--- config.mk ---
export PLATFORM = sky130hd
export DESIGN_NAME = barometric_trend_forecaster_top
export DESIGN_NICKNAME = d
export VERILOG_FILES = /design/src/btf_pkg.sv /design/src/btf_cell.sv /design/src/btf_tendency.sv /design/src/barometric_trend_forecaster_top.sv
export SDC_FILE = /design/constraint.sdc
export NUM_CORES = 1
export LEC_CHECK = 0
export BUFFER_PORTS_ARGS = -buffer_cell sky130_fd_sc_hd__buf_4
export CORE_UTILIZATION = 40
export CTS_CLUSTER_SIZE = 10
export DETAILED_ROUTE_END_ITERATION = 10
export PLACE_DENSITY_LB_ADDON = 0.1
export SYNTH_ARGS = -nofsm -noshare
export SYNTH_HDL_FRONTEND = slang
export SYNTH_HIERARCHICAL = 1
export SYNTH_SLANG_ARGS = --single-unit
--- constraint.sdc ---
create_clock -name clk -period 11.2 [get_ports clk]
set_input_delay 1.12 -clock clk [delete_from_list [all_inputs] [get_ports clk]]
set_output_delay 1.12 -clock clk [all_outputs]
set_load 0.005 [all_outputs]
--- src/btf_pkg.sv ---
// Shared types, widths, register codes and reset values of the barometric trend forecaster.
package btf_pkg;

  // Field widths
  localparam int PRESS_W    = 18;
  localparam int TEMP_W     = 11;
  localparam int RATE_W     = 10;
  localparam int PLIM_W     = 18;
  localparam int FC_W       = 3;
  localparam int CFG_IDX_W  = 3;
  localparam int CFG_DATA_W = 18;
  localparam int IN_DATA_W  = 32;
  localparam int OUT_DATA_W = 8;

  // Window schedule
  localparam int WINDOW_SPACING    = 30;
  localparam int UNITS_PER_SPACING = 5;
  localparam int POS_W             = 5;

  // Parameter defaults
  localparam int WINDOW_SAMPLES_DEF = 6;
  localparam int WINDOW_COUNT_DEF   = 9;

  // Register indexes
  localparam logic [CFG_IDX_W-1:0] CFG_FAST_RATE  = 3'd0;
  localparam logic [CFG_IDX_W-1:0] CFG_SLOW_RATE  = 3'd1;
  localparam logic [CFG_IDX_W-1:0] CFG_STORM_PRES = 3'd2;
  localparam logic [CFG_IDX_W-1:0] CFG_RAIN_PRES  = 3'd3;
  localparam logic [CFG_IDX_W-1:0] CFG_FAIR_PRES  = 3'd4;

  // Register reset values
  localparam logic [RATE_W-1:0] FAST_RATE_RST  = 10'd25;
  localparam logic [RATE_W-1:0] SLOW_RATE_RST  = 10'd5;
  localparam logic [PLIM_W-1:0] STORM_PRES_RST = 18'd98000;
  localparam logic [PLIM_W-1:0] RAIN_PRES_RST  = 18'd99500;
  localparam logic [PLIM_W-1:0] FAIR_PRES_RST  = 18'd102900;

  // Forecast codes; unknown doubles as the boundary class
  typedef enum logic [FC_W-1:0] {
    FC_UNKNOWN    = 3'd0,
    FC_STABLE     = 3'd1,
    FC_SUNNY      = 3'd2,
    FC_UNSTABLE   = 3'd3,
    FC_RAIN       = 3'd4,
    FC_HEAVY_RAIN = 3'd5,
    FC_SNOW       = 3'd6
  } forecast_t;

  // Tendency thresholds handed to the classifier
  typedef struct packed {
    logic [RATE_W-1:0] fast;
    logic [RATE_W-1:0] slow;
  } rate_lim_t;

endpackage

--- src/btf_cell.sv ---
// One cell of the window sum chain: holds a closed window sum and passes it down the chain.
module btf_cell #(
  parameter int SUM_W = 21
) (
  input  logic             clk,
  input  logic             rst_n,
  input  logic             load,
  input  logic             shift,
  input  logic [SUM_W-1:0] acc,
  input  logic [SUM_W-1:0] shift_in,
  output logic [SUM_W-1:0] pass_out,
  output logic [SUM_W-1:0] sum
);

  logic [SUM_W-1:0] sum_r;
  logic [SUM_W-1:0] sum_nxt;

  // Offer the value this cell holds once the current write has landed
  assign pass_out = load ? acc : sum_r;
  assign sum      = sum_r;

  // Take the neighbour's sum on a chain shift, else capture a closing window
  always_comb begin
    if (shift) begin
      sum_nxt = shift_in;
    end else if (load) begin
      sum_nxt = acc;
    end else begin
      sum_nxt = sum_r;
    end
  end

  always_ff @(posedge clk) begin
    if (!rst_n) begin
      sum_r <= '0;
    end else begin
      sum_r <= sum_nxt;
    end
  end

endmodule

--- src/btf_tendency.sv ---
// Tendency classifier: compares a window sum difference against scaled rate thresholds.
module btf_tendency #(
  parameter int WINDOW_SAMPLES = btf_pkg::WINDOW_SAMPLES_DEF,
  parameter int WINDOW_COUNT   = btf_pkg::WINDOW_COUNT_DEF,
  parameter int SUM_W          = 21
) (
  input  logic signed [SUM_W:0]              diff,
  input  logic [$clog2(WINDOW_COUNT)-1:0]    idx,
  input  btf_pkg::rate_lim_t                 lim,
  output btf_pkg::forecast_t                 cls
);

  localparam int UNIT_STEP = WINDOW_SAMPLES * btf_pkg::UNITS_PER_SPACING;
  localparam int MAX_SCALE = UNIT_STEP * (WINDOW_COUNT - 1);
  localparam int SCALE_W   = $clog2(MAX_SCALE + 1);
  localparam int TH_W      = SCALE_W + btf_pkg::RATE_W;
  localparam int DIFF_W    = SUM_W + 1;
  localparam int CW        = ((DIFF_W > TH_W + 1) ? DIFF_W : TH_W + 1) + 1;

  logic [SCALE_W-1:0] scale;
  logic [TH_W-1:0]    th_fast;
  logic [TH_W-1:0]    th_slow;
  logic signed [CW-1:0] d;
  logic signed [CW-1:0] pf;
  logic signed [CW-1:0] ps;
  logic signed [CW-1:0] nf;
  logic signed [CW-1:0] ns;

  // Scale the thresholds by the window distance
  assign scale   = SCALE_W'(idx) * SCALE_W'(UNIT_STEP);
  assign th_fast = TH_W'(scale) * TH_W'(lim.fast);
  assign th_slow = TH_W'(scale) * TH_W'(lim.slow);

  assign d  = CW'(diff);
  assign pf = $signed(CW'(th_fast));
  assign ps = $signed(CW'(th_slow));
  assign nf = -pf;
  assign ns = -ps;

  // Ordered compares: fast fall, fast rise, slow fall, slow rise, stable, else boundary
  always_comb begin
    if (d < nf) begin
      cls = btf_pkg::FC_HEAVY_RAIN;
    end else if (d > pf) begin
      cls = btf_pkg::FC_UNSTABLE;
    end else if (d > nf && d < ns) begin
      cls = btf_pkg::FC_RAIN;
    end else if (d > ps && d < pf) begin
      cls = btf_pkg::FC_SUNNY;
    end else if (d > ns && d < ps) begin
      cls = btf_pkg::FC_STABLE;
    end else begin
      cls = btf_pkg::FC_UNKNOWN;
    end
  end

endmodule

--- src/barometric_trend_forecaster_top.sv ---
// Top level of the barometric trend forecaster: schedule, window chain and forecast stage.
//
//  channel | direction | handshake                  | payload
//  in_     | input     | in_tvalid / in_tready      | in_tdata: pressure, temperature
//  out_    | output    | out_tvalid / out_tready    | out_tdata: forecast
//  cfg_    | input     | cfg_we                     | cfg_index, cfg_data
//
// One sample per cycle sustained while out_tready is high; each input transfer is accumulated
// into the middle stage, then classified into the output register and offered on out_.
// Reset (synchronous, rst_n low) clears the schedule, window sums, class and limits to defaults.
// A stalled output holds the output register; the middle stage still takes one more sample,
// and in_tready falls only when both stages are full and out_tready is low.
module barometric_trend_forecaster_top #(
  parameter int WINDOW_SAMPLES = btf_pkg::WINDOW_SAMPLES_DEF,
  parameter int WINDOW_COUNT   = btf_pkg::WINDOW_COUNT_DEF
) (
  input  logic                              clk,
  input  logic                              rst_n,
  input  logic                              in_tvalid,
  output logic                              in_tready,
  input  logic [btf_pkg::IN_DATA_W-1:0]     in_tdata,   // [17:0] pressure, [28:18] temperature
  output logic                              out_tvalid,
  input  logic                              out_tready,
  output logic [btf_pkg::OUT_DATA_W-1:0]    out_tdata,  // [2:0] forecast
  input  logic                              cfg_we,
  input  logic [btf_pkg::CFG_IDX_W-1:0]     cfg_index,
  input  logic [btf_pkg::CFG_DATA_W-1:0]    cfg_data
);

  localparam int IDX_W   = $clog2(WINDOW_COUNT);
  localparam int POS_W   = btf_pkg::POS_W;
  localparam int PRESS_W = btf_pkg::PRESS_W;
  localparam int SUM_W   = PRESS_W + $clog2(WINDOW_SAMPLES);

  // Configuration registers
  logic [btf_pkg::RATE_W-1:0] fast_rate_r;
  logic [btf_pkg::RATE_W-1:0] slow_rate_r;
  logic [btf_pkg::PLIM_W-1:0] storm_pres_r;
  logic [btf_pkg::PLIM_W-1:0] rain_pres_r;
  logic [btf_pkg::PLIM_W-1:0] fair_pres_r;

  // Schedule and accumulation
  logic [IDX_W-1:0] idx_r;
  logic [IDX_W-1:0] idx_nxt;
  logic [POS_W-1:0] pos_r;
  logic [POS_W-1:0] pos_nxt;
  logic [SUM_W-1:0] acc_r;
  logic [SUM_W-1:0] acc_nxt;
  logic [SUM_W-1:0] acc_sum;
  logic [PRESS_W-1:0] in_press;
  logic in_frz;
  logic in_acc;
  logic in_win;
  logic win_close;
  logic last_close;
  logic warm_nxt;
  logic signed [SUM_W:0] diff;

  // Window chain
  logic [SUM_W-1:0] cell_sum  [WINDOW_COUNT];
  logic [SUM_W-1:0] cell_pass [WINDOW_COUNT];

  // Middle stage
  logic s1_valid_r;
  logic s1_valid_nxt;
  logic s1_close_r;
  logic [IDX_W-1:0] s1_idx_r;
  logic signed [SUM_W:0] s1_diff_r;
  logic [PRESS_W-1:0] s1_press_r;
  logic s1_frz_r;
  logic s1_warm_r;

  // Classification and output
  btf_pkg::rate_lim_t lim;
  btf_pkg::forecast_t tend_cls;
  btf_pkg::forecast_t class_r;
  btf_pkg::forecast_t class_nxt;
  btf_pkg::forecast_t fc;
  btf_pkg::forecast_t out_fc_r;
  logic out_valid_r;
  logic out_valid_nxt;
  logic out_load;

  // Write configuration registers; unknown indexes are dropped
  always_ff @(posedge clk) begin
    if (!rst_n) begin
      fast_rate_r  <= btf_pkg::FAST_RATE_RST;
      slow_rate_r  <= btf_pkg::SLOW_RATE_RST;
      storm_pres_r <= btf_pkg::STORM_PRES_RST;
      rain_pres_r  <= btf_pkg::RAIN_PRES_RST;
      fair_pres_r  <= btf_pkg::FAIR_PRES_RST;
    end else if (cfg_we) begin
      case (cfg_index)
        btf_pkg::CFG_FAST_RATE:  fast_rate_r  <= cfg_data[btf_pkg::RATE_W-1:0];
        btf_pkg::CFG_SLOW_RATE:  slow_rate_r  <= cfg_data[btf_pkg::RATE_W-1:0];
        btf_pkg::CFG_STORM_PRES: storm_pres_r <= cfg_data[btf_pkg::PLIM_W-1:0];
        btf_pkg::CFG_RAIN_PRES:  rain_pres_r  <= cfg_data[btf_pkg::PLIM_W-1:0];
        btf_pkg::CFG_FAIR_PRES:  fair_pres_r  <= cfg_data[btf_pkg::PLIM_W-1:0];
        default: ;
      endcase
    end
  end

  // Pipeline flow control
  assign out_load  = s1_valid_r && (!out_valid_r || out_tready);
  assign in_tready = !s1_valid_r || out_load;
  assign in_acc    = in_tvalid && in_tready;

  // Unpack the input transfer
  assign in_press = in_tdata[PRESS_W-1:0];
  assign in_frz   = in_tdata[PRESS_W + btf_pkg::TEMP_W - 1];

  // Accumulate the open window
  assign in_win     = pos_r < POS_W'(WINDOW_SAMPLES);
  assign win_close  = in_win && (pos_r == POS_W'(WINDOW_SAMPLES - 1));
  assign last_close = win_close && (idx_r == IDX_W'(WINDOW_COUNT - 1));
  assign acc_sum    = (pos_r == '0) ? SUM_W'(in_press) : acc_r + SUM_W'(in_press);
  assign acc_nxt    = in_win ? acc_sum : acc_r;
  assign diff       = $signed({1'b0, acc_sum}) - $signed({1'b0, cell_sum[0]});

  // Advance the minute schedule; step back one window after the last one closes
  always_comb begin
    if (last_close) begin
      idx_nxt = IDX_W'(WINDOW_COUNT - 2);
      pos_nxt = POS_W'(WINDOW_SAMPLES);
    end else if (pos_r == POS_W'(btf_pkg::WINDOW_SPACING - 1)) begin
      idx_nxt = idx_r + 1'b1;
      pos_nxt = '0;
    end else begin
      idx_nxt = idx_r;
      pos_nxt = pos_r + 1'b1;
    end
  end

  // Forecasts start once the second window has closed
  assign warm_nxt = !((idx_nxt == '0) ||
                      ((idx_nxt == IDX_W'(1)) && (pos_nxt < POS_W'(WINDOW_SAMPLES))));

  always_ff @(posedge clk) begin
    if (!rst_n) begin
      idx_r <= '0;
      pos_r <= '0;
      acc_r <= '0;
    end else if (in_acc) begin
      idx_r <= idx_nxt;
      pos_r <= pos_nxt;
      acc_r <= acc_nxt;
    end
  end

  // Chain of window sum cells
  genvar gi;
  generate
    for (gi = 0; gi < WINDOW_COUNT; gi++) begin : g_cell
      logic [SUM_W-1:0] shift_src;
      if (gi == WINDOW_COUNT - 1) begin : g_top
        assign shift_src = acc_sum;
      end else begin : g_mid
        assign shift_src = cell_pass[gi + 1];
      end
      btf_cell #(
        .SUM_W (SUM_W)
      ) u_cell (
        .clk      (clk),
        .rst_n    (rst_n),
        .load     (in_acc && win_close && (idx_r == IDX_W'(gi))),
        .shift    (in_acc && last_close),
        .acc      (acc_sum),
        .shift_in (shift_src),
        .pass_out (cell_pass[gi]),
        .sum      (cell_sum[gi])
      );
    end
  endgenerate

  // Middle stage valid
  always_comb begin
    if (in_acc) begin
      s1_valid_nxt = 1'b1;
    end else if (out_load) begin
      s1_valid_nxt = 1'b0;
    end else begin
      s1_valid_nxt = s1_valid_r;
    end
  end

  always_ff @(posedge clk) begin
    if (!rst_n) begin
      s1_valid_r <= 1'b0;
    end else begin
      s1_valid_r <= s1_valid_nxt;
    end
  end

  // Middle stage payload
  always_ff @(posedge clk) begin
    if (in_acc) begin
      s1_close_r <= win_close && (idx_r != '0);
      s1_idx_r   <= idx_r;
      s1_diff_r  <= diff;
      s1_press_r <= in_press;
      s1_frz_r   <= in_frz;
      s1_warm_r  <= warm_nxt;
    end
  end

  // Classify the tendency of a closing window
  assign lim.fast = fast_rate_r;
  assign lim.slow = slow_rate_r;

  btf_tendency #(
    .WINDOW_SAMPLES (WINDOW_SAMPLES),
    .WINDOW_COUNT   (WINDOW_COUNT),
    .SUM_W          (SUM_W)
  ) u_tendency (
    .diff (s1_diff_r),
    .idx  (s1_idx_r),
    .lim  (lim),
    .cls  (tend_cls)
  );

  assign class_nxt = s1_close_r ? tend_cls : class_r;

  // Form the forecast: boundary fallback on pressure, then snow below zero
  always_comb begin
    fc = btf_pkg::FC_UNKNOWN;
    if (s1_warm_r) begin
      fc = class_nxt;
      if (class_nxt == btf_pkg::FC_UNKNOWN) begin
        if (s1_press_r <= storm_pres_r) begin
          fc = btf_pkg::FC_HEAVY_RAIN;
        end else if (s1_press_r <= rain_pres_r) begin
          fc = btf_pkg::FC_RAIN;
        end else if (s1_press_r >= fair_pres_r) begin
          fc = btf_pkg::FC_SUNNY;
        end
      end
      if (s1_frz_r && (fc == btf_pkg::FC_RAIN || fc == btf_pkg::FC_HEAVY_RAIN)) begin
        fc = btf_pkg::FC_SNOW;
      end
    end
  end

  // Output register valid
  always_comb begin
    if (out_load) begin
      out_valid_nxt = 1'b1;
    end else if (out_tready) begin
      out_valid_nxt = 1'b0;
    end else begin
      out_valid_nxt = out_valid_r;
    end
  end

  always_ff @(posedge clk) begin
    if (!rst_n) begin
      out_valid_r <= 1'b0;
      class_r     <= btf_pkg::FC_UNKNOWN;
    end else begin
      out_valid_r <= out_valid_nxt;
      if (out_load) begin
        class_r <= class_nxt;
      end
    end
  end

  always_ff @(posedge clk) begin
    if (out_load) begin
      out_fc_r <= fc;
    end
  end

  assign out_tvalid = out_valid_r;
  assign out_tdata  = btf_pkg::OUT_DATA_W'(out_fc_r);

  // Schedule position never passes the window spacing
  a_pos_range: assert property (@(posedge clk) disable iff (!rst_n)
    pos_r < POS_W'(btf_pkg::WINDOW_SPACING))
    else $error("schedule position out of range");

  // Full pipeline with a stalled output refuses input
  a_full_stall: assert property (@(posedge clk) disable iff (!rst_n)
    (s1_valid_r && out_valid_r && !out_tready) |-> !in_tready)
    else $error("input taken while pipeline full");

  // Stored class moves only when a sample transfers to the output register
  a_class_hold: assert property (@(posedge clk) disable iff (!rst_n)
    !out_load |=> $stable(class_r))
    else $error("tendency class changed without a transfer");

  // During warm up the forecast is unknown
  a_warm_up: assert property (@(posedge clk) disable iff (!rst_n)
    (out_load && !s1_warm_r) |=> (out_fc_r == btf_pkg::FC_UNKNOWN))
    else $error("forecast given before warm up ended");

endmodule

## Yosys cells after proc, flatten, opt, wreduce, memory -nomap -nowiden

Cells that the tools add are included.

- $add $sub $neg: 6
- Order comparisons: 13
- Eq/ne operators: 17
- Multiplexer cells: 39
- Bitwise logic cells: 1
- Multiply operators: 3
- Reduce and logical (&&, ||, !) cells: 44

Operator list:

| cell | count |
|---|---|
| two-way mux 21 bit | 19 |
| > comparator 22 x 23 -> 1 bit | 2 |
| less-than comparator 22 x 23 -> 1 bit | 2 |
| negation 18 -> 23 bit | 2 |
| > comparator 22 x 19 -> 1 bit | 2 |
| less-than comparator 22 x 19 -> 1 bit | 2 |
| less-or-equal comparator 18 bit | 2 |
| multiplier 7 x 10 -> 17 bit | 2 |
| two-way mux 3 bit | 11 |
| subtractor 21 x 21 -> 22 bit | 1 |
| adder 21 x 18 -> 21 bit | 1 |
| logical AND 1 bit | 21 |
| greater-or-equal comparator 18 bit | 1 |
| == test 4 x 3 -> 1 bit, second input constant | 4 |
| AND reduction 2 bit | 6 |
| less-than comparator 5 x 3 -> 1 bit, second input constant | 2 |
| two-way mux 5 bit | 2 |
| == test 3 bit, second input constant | 3 |
| == test 4 x 1 -> 1 bit, second input constant | 2 |
| == test 4 x 2 -> 1 bit, second input constant | 2 |
| logical NOT 4 bit | 2 |
| two-way mux 4 bit | 2 |
| multiplier 4 x 4 -> 7 bit, second input constant | 1 |
| == test 3 x 2 -> 1 bit, second input constant | 2 |
| 15 further kinds | 27 |

- Logic and storage cells: 151
- Input bits: 58
- Output and inout port bits: 10
- Flip-flop bits (word level): 348

## Logic depth before layout (Yosys ltp)

- Word-level depth: 20
- Mapped depth: 42
- Gate-level depth less buffers: 40

## Hierarchy

Netlist, hierarchy kept.

Modules (own cells, without submodules):

| module | times used | cells an instance | sequential area each (um2) | area an instance (um2) |
|---|---|---|---|---|
| btf_cell | 9 | 92 | 420.4 | 1134.8 |
| barometric_trend_forecaster_top | 1 | 1080 | 3683.5 | 9537.9 |
| btf_tendency | 1 | 984 | 0.0 | 7916.3 |

## Worst setup path before layout

No wires, ideal clock.

- Kind: register to register
- From: reg s1_idx_r[0]
- To: reg out_fc_r[0] (data pin)
- Data required time: 10.934 ns
- Slack: 1.513 ns
- Cell stages (with the launch flop): 39
- Clock period less this slack: 9.687 ns
- Arrival: 9.422 ns
- Path buffers: 1
- Library setup time: 0.266 ns
- Path through: edfxtp_1 fa_1 inv_1 fa_1 inv_1 ha_1 a21o_1 a21oi_1 xnor2_1 clkbuf_1 nand2_1 fa_1 fa_1 inv_1 fa_1 inv_1 fa_1 inv_1 (+3 left out) a22oi_4 nand2b_1 or4_4 xnor2_1 ha_1 nand2_1 or3_1 a211o_1 o211a_1 a21o_1 o311ai_1 a21oi_1 mux2_2 a211oi_1 o21ai_0 a31o_2 o211ai_1 a31oi_1

- Elaborated cells between the ends (all ways): 33
- Classes of those cells: add/sub (2); mul (3); order compare (8); eq/ne (2); mux (11); reduce/logical (7)

RTL lines:

| what | RTL line | text |
|---|---|---|
| start, declared | barometric_trend_forecaster_top.sv:67 | `logic [IDX_W-1:0] s1_idx_r;` |
| start signal, assigned | barometric_trend_forecaster_top.sv:199 | `s1_idx_r <= idx_r;` |
| multiplier 4 x 4 -> 7 bit * | btf_tendency.sv:30 | `assign scale = SCALE_W'(idx) * SCALE_W'(UNIT_STEP);` |
| multiplier 7 x 10 -> 17 bit (on tied branches) | btf_tendency.sv:31, btf_tendency.sv:32 |  |
| negation 18 -> 23 bit (on tied branches) | btf_tendency.sv:37, btf_tendency.sv:38 |  |
| > comparator 22 x 23 -> 1 bit or less-than comparator 22 x 23 -> 1 bit (tied branches) | btf_tendency.sv:46 | `end else if (d > nf && d < ns) begin` |
| logical AND 1 bit | btf_tendency.sv:46 |  |
| two-way mux 3 bit | btf_tendency.sv:46 |  |
| two-way mux 3 bit | btf_tendency.sv:44 | `end else if (d > pf) begin` |
| two-way mux 3 bit * | btf_tendency.sv:42 | `if (d < nf) begin` |
| net tend_cls[2] | barometric_trend_forecaster_top.sv:75 | `btf_pkg::forecast_t tend_cls;` |
| (+2 left out) | n/a |  |
| two-way mux 3 bit | barometric_trend_forecaster_top.sv:232 | `end else if (s1_press_r <= rain_pres_r) begin` |
| two-way mux 3 bit | barometric_trend_forecaster_top.sv:230 | `if (s1_press_r <= storm_pres_r) begin` |
| two-way mux 3 bit * | barometric_trend_forecaster_top.sv:229 | `if (class_nxt == btf_pkg::FC_UNKNOWN) begin` |
| two-way mux 3 bit * | barometric_trend_forecaster_top.sv:227 | `if (s1_warm_r) begin` |
| == test 3 bit | barometric_trend_forecaster_top.sv:238 | `if (s1_frz_r && (fc == btf_pkg::FC_RAIN \|\| fc == btf_pkg::FC_HEAVY_RAIN)) begin` |
| logical OR 1 bit | barometric_trend_forecaster_top.sv:238 |  |
| logical AND 1 bit | barometric_trend_forecaster_top.sv:238 |  |
| OR reduction 2 bit (no line) | n/a |  |
| end signal, assigned | barometric_trend_forecaster_top.sv:269 | `out_fc_r <= fc;` |
| end, declared | barometric_trend_forecaster_top.sv:79 | `btf_pkg::forecast_t out_fc_r;` |

Mark *: on every way through the listed nets, which the timed path passes. The rest lies on a longest branch. The select of a mux whose other input is x is not followed.
A chain may end at the register's enable or synchronous reset.

## Final worst setup path

- From: reg s1_idx_r[2]
- To: reg out_fc_r[1] (data pin)

- Elaborated cells between the ends (all ways): 33
- Classes of those cells: add/sub (2); mul (3); order compare (8); eq/ne (2); mux (12); reduce/logical (6)

RTL lines:

| what | RTL line |
|---|---|
| multiplier 4 x 4 -> 7 bit * | btf_tendency.sv:30 |
| multiplier 7 x 10 -> 17 bit (on tied branches) | btf_tendency.sv:31, btf_tendency.sv:32 |
| negation 18 -> 23 bit (on tied branches) | btf_tendency.sv:37, btf_tendency.sv:38 |
| > comparator 22 x 23 -> 1 bit or less-than comparator 22 x 23 -> 1 bit (tied branches) | btf_tendency.sv:46 |
| logical AND 1 bit | btf_tendency.sv:46 |
| two-way mux 3 bit | btf_tendency.sv:46 |
| two-way mux 3 bit | btf_tendency.sv:44 |
| two-way mux 3 bit * | btf_tendency.sv:42 |
| net tend_cls[2] | barometric_trend_forecaster_top.sv:75 |
| (+2 left out) | n/a |
| two-way mux 3 bit | barometric_trend_forecaster_top.sv:232 |
| two-way mux 3 bit | barometric_trend_forecaster_top.sv:230 |
| two-way mux 3 bit * | barometric_trend_forecaster_top.sv:229 |
| two-way mux 3 bit * | barometric_trend_forecaster_top.sv:227 |
| == test 3 bit | barometric_trend_forecaster_top.sv:238 |
| logical OR 1 bit | barometric_trend_forecaster_top.sv:238 |
| logical AND 1 bit | barometric_trend_forecaster_top.sv:238 |
| two-way mux 3 bit * | barometric_trend_forecaster_top.sv:238 |

Marks and branches as above.

==> summary by stage <==
Routing
After detailed routing, the total wire length is 67.2 mm. The total number of vias is 20280. After detailed routing, the number of vias per cell comes to 5.35. The number of iterations in the first detailed-routing pass is 4. The number of DRC violations after detailed routing is 0. Once detail routing completed, the nets flagged for antenna violations numbered 0.

The average wire length per cell after detail routing is 17.7 um. After the first detailed-routing iteration, the DRC count stood at 1141.

Layout
Of the cells placed in the final design, the portion with a size suffix greater than 1 is around 14%. Relative to the synthesized area, the layout overhead comes to 8.52%. The final layout contains between 3000 and 4000 nets. Leaving out fill and tap cells, the most frequent cell in the layout is sky130_fd_sc_hd__dfxtp_1. At the end of the flow the core is filled with cells to 43.9%. The number of inserted diodes is 0. In the layout the commonest cells are sky130_fd_sc_hd__dfxtp_1, sky130_fd_sc_hd__inv_1, sky130_fd_sc_hd__nand2_1, sky130_fd_sc_hd__ha_1, sky130_fd_sc_hd__o211a_1.

CTS
After clock tree synthesis, the clock-pin slew on the worst setup and hold paths is 0.06 ns. The tree is rooted in a sky130_fd_sc_hd__clkbuf_16. The clock passes through at most 3 buffers. In this run the number of H-tree levels came out at 2. The total of hold buffers inserted after clock tree synthesis is 0. The insertion delay of the later-clocked pin in the worst-skew pair is 0.58 ns. TritonCTS created 43 clock buffers. The clock drives roughly 350 sinks. TritonCTS built the clock tree.

Logic synthesis
The flip-flop and latch count after synthesis is 348. The share of synthesized area occupied by flip-flops and latches is 27.0%. Yosys mapped a number of flops with a built-in enable equal to 50. The number of distinct library cell variants in the gate-level netlist after synthesis is 104. The post-synthesis average cell area is 9.57 um2. The area of the mapped netlist is ~28000 um2. The Yosys step of the flow raised 6 warnings. The synthesized netlist cell count is between 2000 and 3000. In the synthesized netlist the dominant register cell turns out to be sky130_fd_sc_hd__dfxtp_1. The proportion of register bits with asynchronous set or reset after synthesis is 0%.

Power and ir drop
The worst vdd rail ir drop is 0.102 mV. The static leakage is 0.0150 uW. In this run the power density over the cells is 147 nW/um2.

Setup path
On the critical path, the stage with the largest delay is an instance of sky130_fd_sc_hd__fa_1. The minimum setup slack among reg-to-reg paths is between 0.6 and 0.7 ns. For the worst setup path, the data arrival time is 10.86 ns. The maximum net fanout on the critical path is 11. At the worst endpoint, the required time is 11.50 ns. The critical path starts at s1_idx_r[2]. The type of the worst setup path is flip-flop to flip-flop. Counting buffers and inverters, the worst setup path is 42 cells deep. The worst register-to-register path begins at s1_idx_r[2]. For the worst flop-to-flop path, the logic depth is 42. STA classifies the critical path startpoint as a flip-flop. STA classifies the critical path endpoint as a flip-flop. For this run, the slowest stage of the critical path takes around 0.54 ns. The kind of cell with the highest combined delay along the critical path is adder cells.

The critical path contains buffers and inverters numbering 9 combined. The endpoint identified for the worst register-to-register timing path is out_fc_r[1]. Following the worst setup path forward leads to its endpoint at out_fc_r[1].

GRT
The first global-routing pass estimated 110 mm of wire. The overall overflow remaining after global route is 0. The largest net degree at the start of global routing is 291.

The number of antenna violations at the first check in global routing was 0. Global routing used 19.2% of the available tracks across all layers. The via count of the first global-routing pass is 20421.

Placement
Input and output buffers added on the ports amount to 49. The half-perimeter wire length after detailed placement is slightly below 50 mm. The congestion estimate from routability-driven global placement came to 0.850.

Before CTS, the worst setup slack after placement is 0.600 ns.

Die
The die boundary width is around 270 um. The top-level I/O count is 68. The die covers 70200 um2. The area of the core is roughly 68000 um2.

The effective utilization at floorplan is 40.4%. The height of the chip is 265 um. The row count is 96.

STA
The minimum period implied by the final worst setup slack is about 11 ns. The max-slew violation count is 0. Headroom to the max-slew limit came out at 15.8%. The hold violation count in the final report was 0. The final setup violation count is 0. For the final routed database, the setup TNS stands at 0 ns. Setup repair after global routing left no endpoint under its margin. The final worst slack is 0.632 ns. The setup skew after layout is 0.0261 ns. For the pin with the worst max-slew slack, the measured transition is 1.26 ns.

The fmax is 0.0946 GHz. Of the available clock period, the critical path in the final layout requires 94.4%.

Run status
The flow ran to the end, and the final reports show no timing, DRC or antenna violations.

Run
The max-cap violation count is 0.

Min path
The path class of the tightest hold or removal check is flip-flop to flip-flop.
==> how the worst min path moves through the flow <==
stage	cells past startpoint	slack, ns	startpoint	to
finish	2	0.47	rain_pres_r[9]	rain_pres_r[9]
global route	2	0.49	fair_pres_r[3]	fair_pres_r[3]
CTS	2	0.47	rain_pres_r[9]	rain_pres_r[9]
detailed placement	2	0.46	rain_pres_r[9]	rain_pres_r[9]
global placement	2	0.46	fair_pres_r[17]	fair_pres_r[17]
floorplan	0	0.41	idx_r[2]	s1_idx_r[2]
==> sequential cells by signal, indices dropped and copies added, names as in the netlist, 4 cells and up <==
| name | flops |
|---|---|
| acc_r | 21 |
| g_cell.u_cell/sum | 189 |
| idx_r | 4 |
| fast_rate_r | 10 |
| fair_pres_r | 18 |
| s1_idx_r | 4 |
| storm_pres_r | 18 |
| pos_r | 5 |
| s1_diff_r | 22 |
| s1_press_r | 18 |
| rain_pres_r | 18 |
| slow_rate_r | 10 |
==> power by group <==
group          internal (uW)  switching, uW
registers               1320           65.7
clock network            756            553
logic                    699           1010
==> metal layers <==
metal / GRT usage, % / wire length [um]
met1: 25.8 / 32500
met2: 32.4 / 31300
met3: 2.12 / 1660
met4: 5.51 / 1660
met5: 0 / 0
==> metrics by stage <==
step	power, uW	cell area [um2]	hold WS, ns	cells
after floorplan	2660	27700	0.406	2896
after global placement	3070	28700	0.456	3721
after detailed placement	3110	28700	0.463	3721
after CTS	4450	30000	0.471	3793
after global routing	4750	30000	0.485	3794
final	4400	30000	0.468	3794
==> synthesized netlist by cell type (46+ instances only) <==
cell                       instances  area [um2]
sky130_fd_sc_hd__a21boi_0         52         390
sky130_fd_sc_hd__a21o_1           50         375
sky130_fd_sc_hd__a21oi_1         105         526
sky130_fd_sc_hd__and2_1           77         482
sky130_fd_sc_hd__clkbuf_1         85         319
sky130_fd_sc_hd__dfxtp_1         298        5970
sky130_fd_sc_hd__edfxtp_1         50        1500
sky130_fd_sc_hd__fa_1             85        1700
sky130_fd_sc_hd__ha_1            259        3240
sky130_fd_sc_hd__inv_1           272        1020
sky130_fd_sc_hd__mux2_4          180        2700
sky130_fd_sc_hd__nand2_1         260         976
sky130_fd_sc_hd__nand2b_1        146         913
sky130_fd_sc_hd__nor2_1           67         251
sky130_fd_sc_hd__o211a_1         196        1960
sky130_fd_sc_hd__o21ai_0          64         320
sky130_fd_sc_hd__or2b_1           72         541
sky130_fd_sc_hd__xnor2_1          46         403
==> cell families (layout without fill, tap and decap cells) <==
group | after synthesis | in the layout | share of synthesized area, %
flops | 348 | 348 | 27.0
mux | 199 | 199 | 10.5
xor+xnor | 73 | 73 | 2.34
other cells | 1 | 5 | 0.0136
simple gates | 853 | 853 | 17.0
buf+inv | 415 | 431 | 6.48
compound gates | 659 | 659 | 18.8
fa+ha+maj | 344 | 344 | 17.9
==> cell type report <==
| type | count | area, um2 |
|---|---|---|
| Tap cell | 882 | 1100 |
| Sequential cell | 348 | 7470 |
| Inverter | 273 | 1030 |
| Fill cell | 6615 | 38400 |
| Multi-Input combinational cell | 2133 | 18500 |
| Timing Repair Buffer | 86 | 664 |
| Clock inverter | 5 | 93.8 |
| Clock buffer | 67 | 1200 |
==> tightest hold or removal path: stages, from the launching register on <==
cell	delay [ns]
sky130_fd_sc_hd__dfxtp_1	0.31
sky130_fd_sc_hd__nand2_1	0.05
sky130_fd_sc_hd__a21boi_0	0.06
==> what timing repair did <==
| item | 4_1_cts | 5_1_grt |
|---|---|---|
| setup endpoints to repair | 0 | 2 |
| buffers inserted | 0 | 1 |
| gates resized for setup | 0 | 2 |
Power figures use the tool's default switching activity.
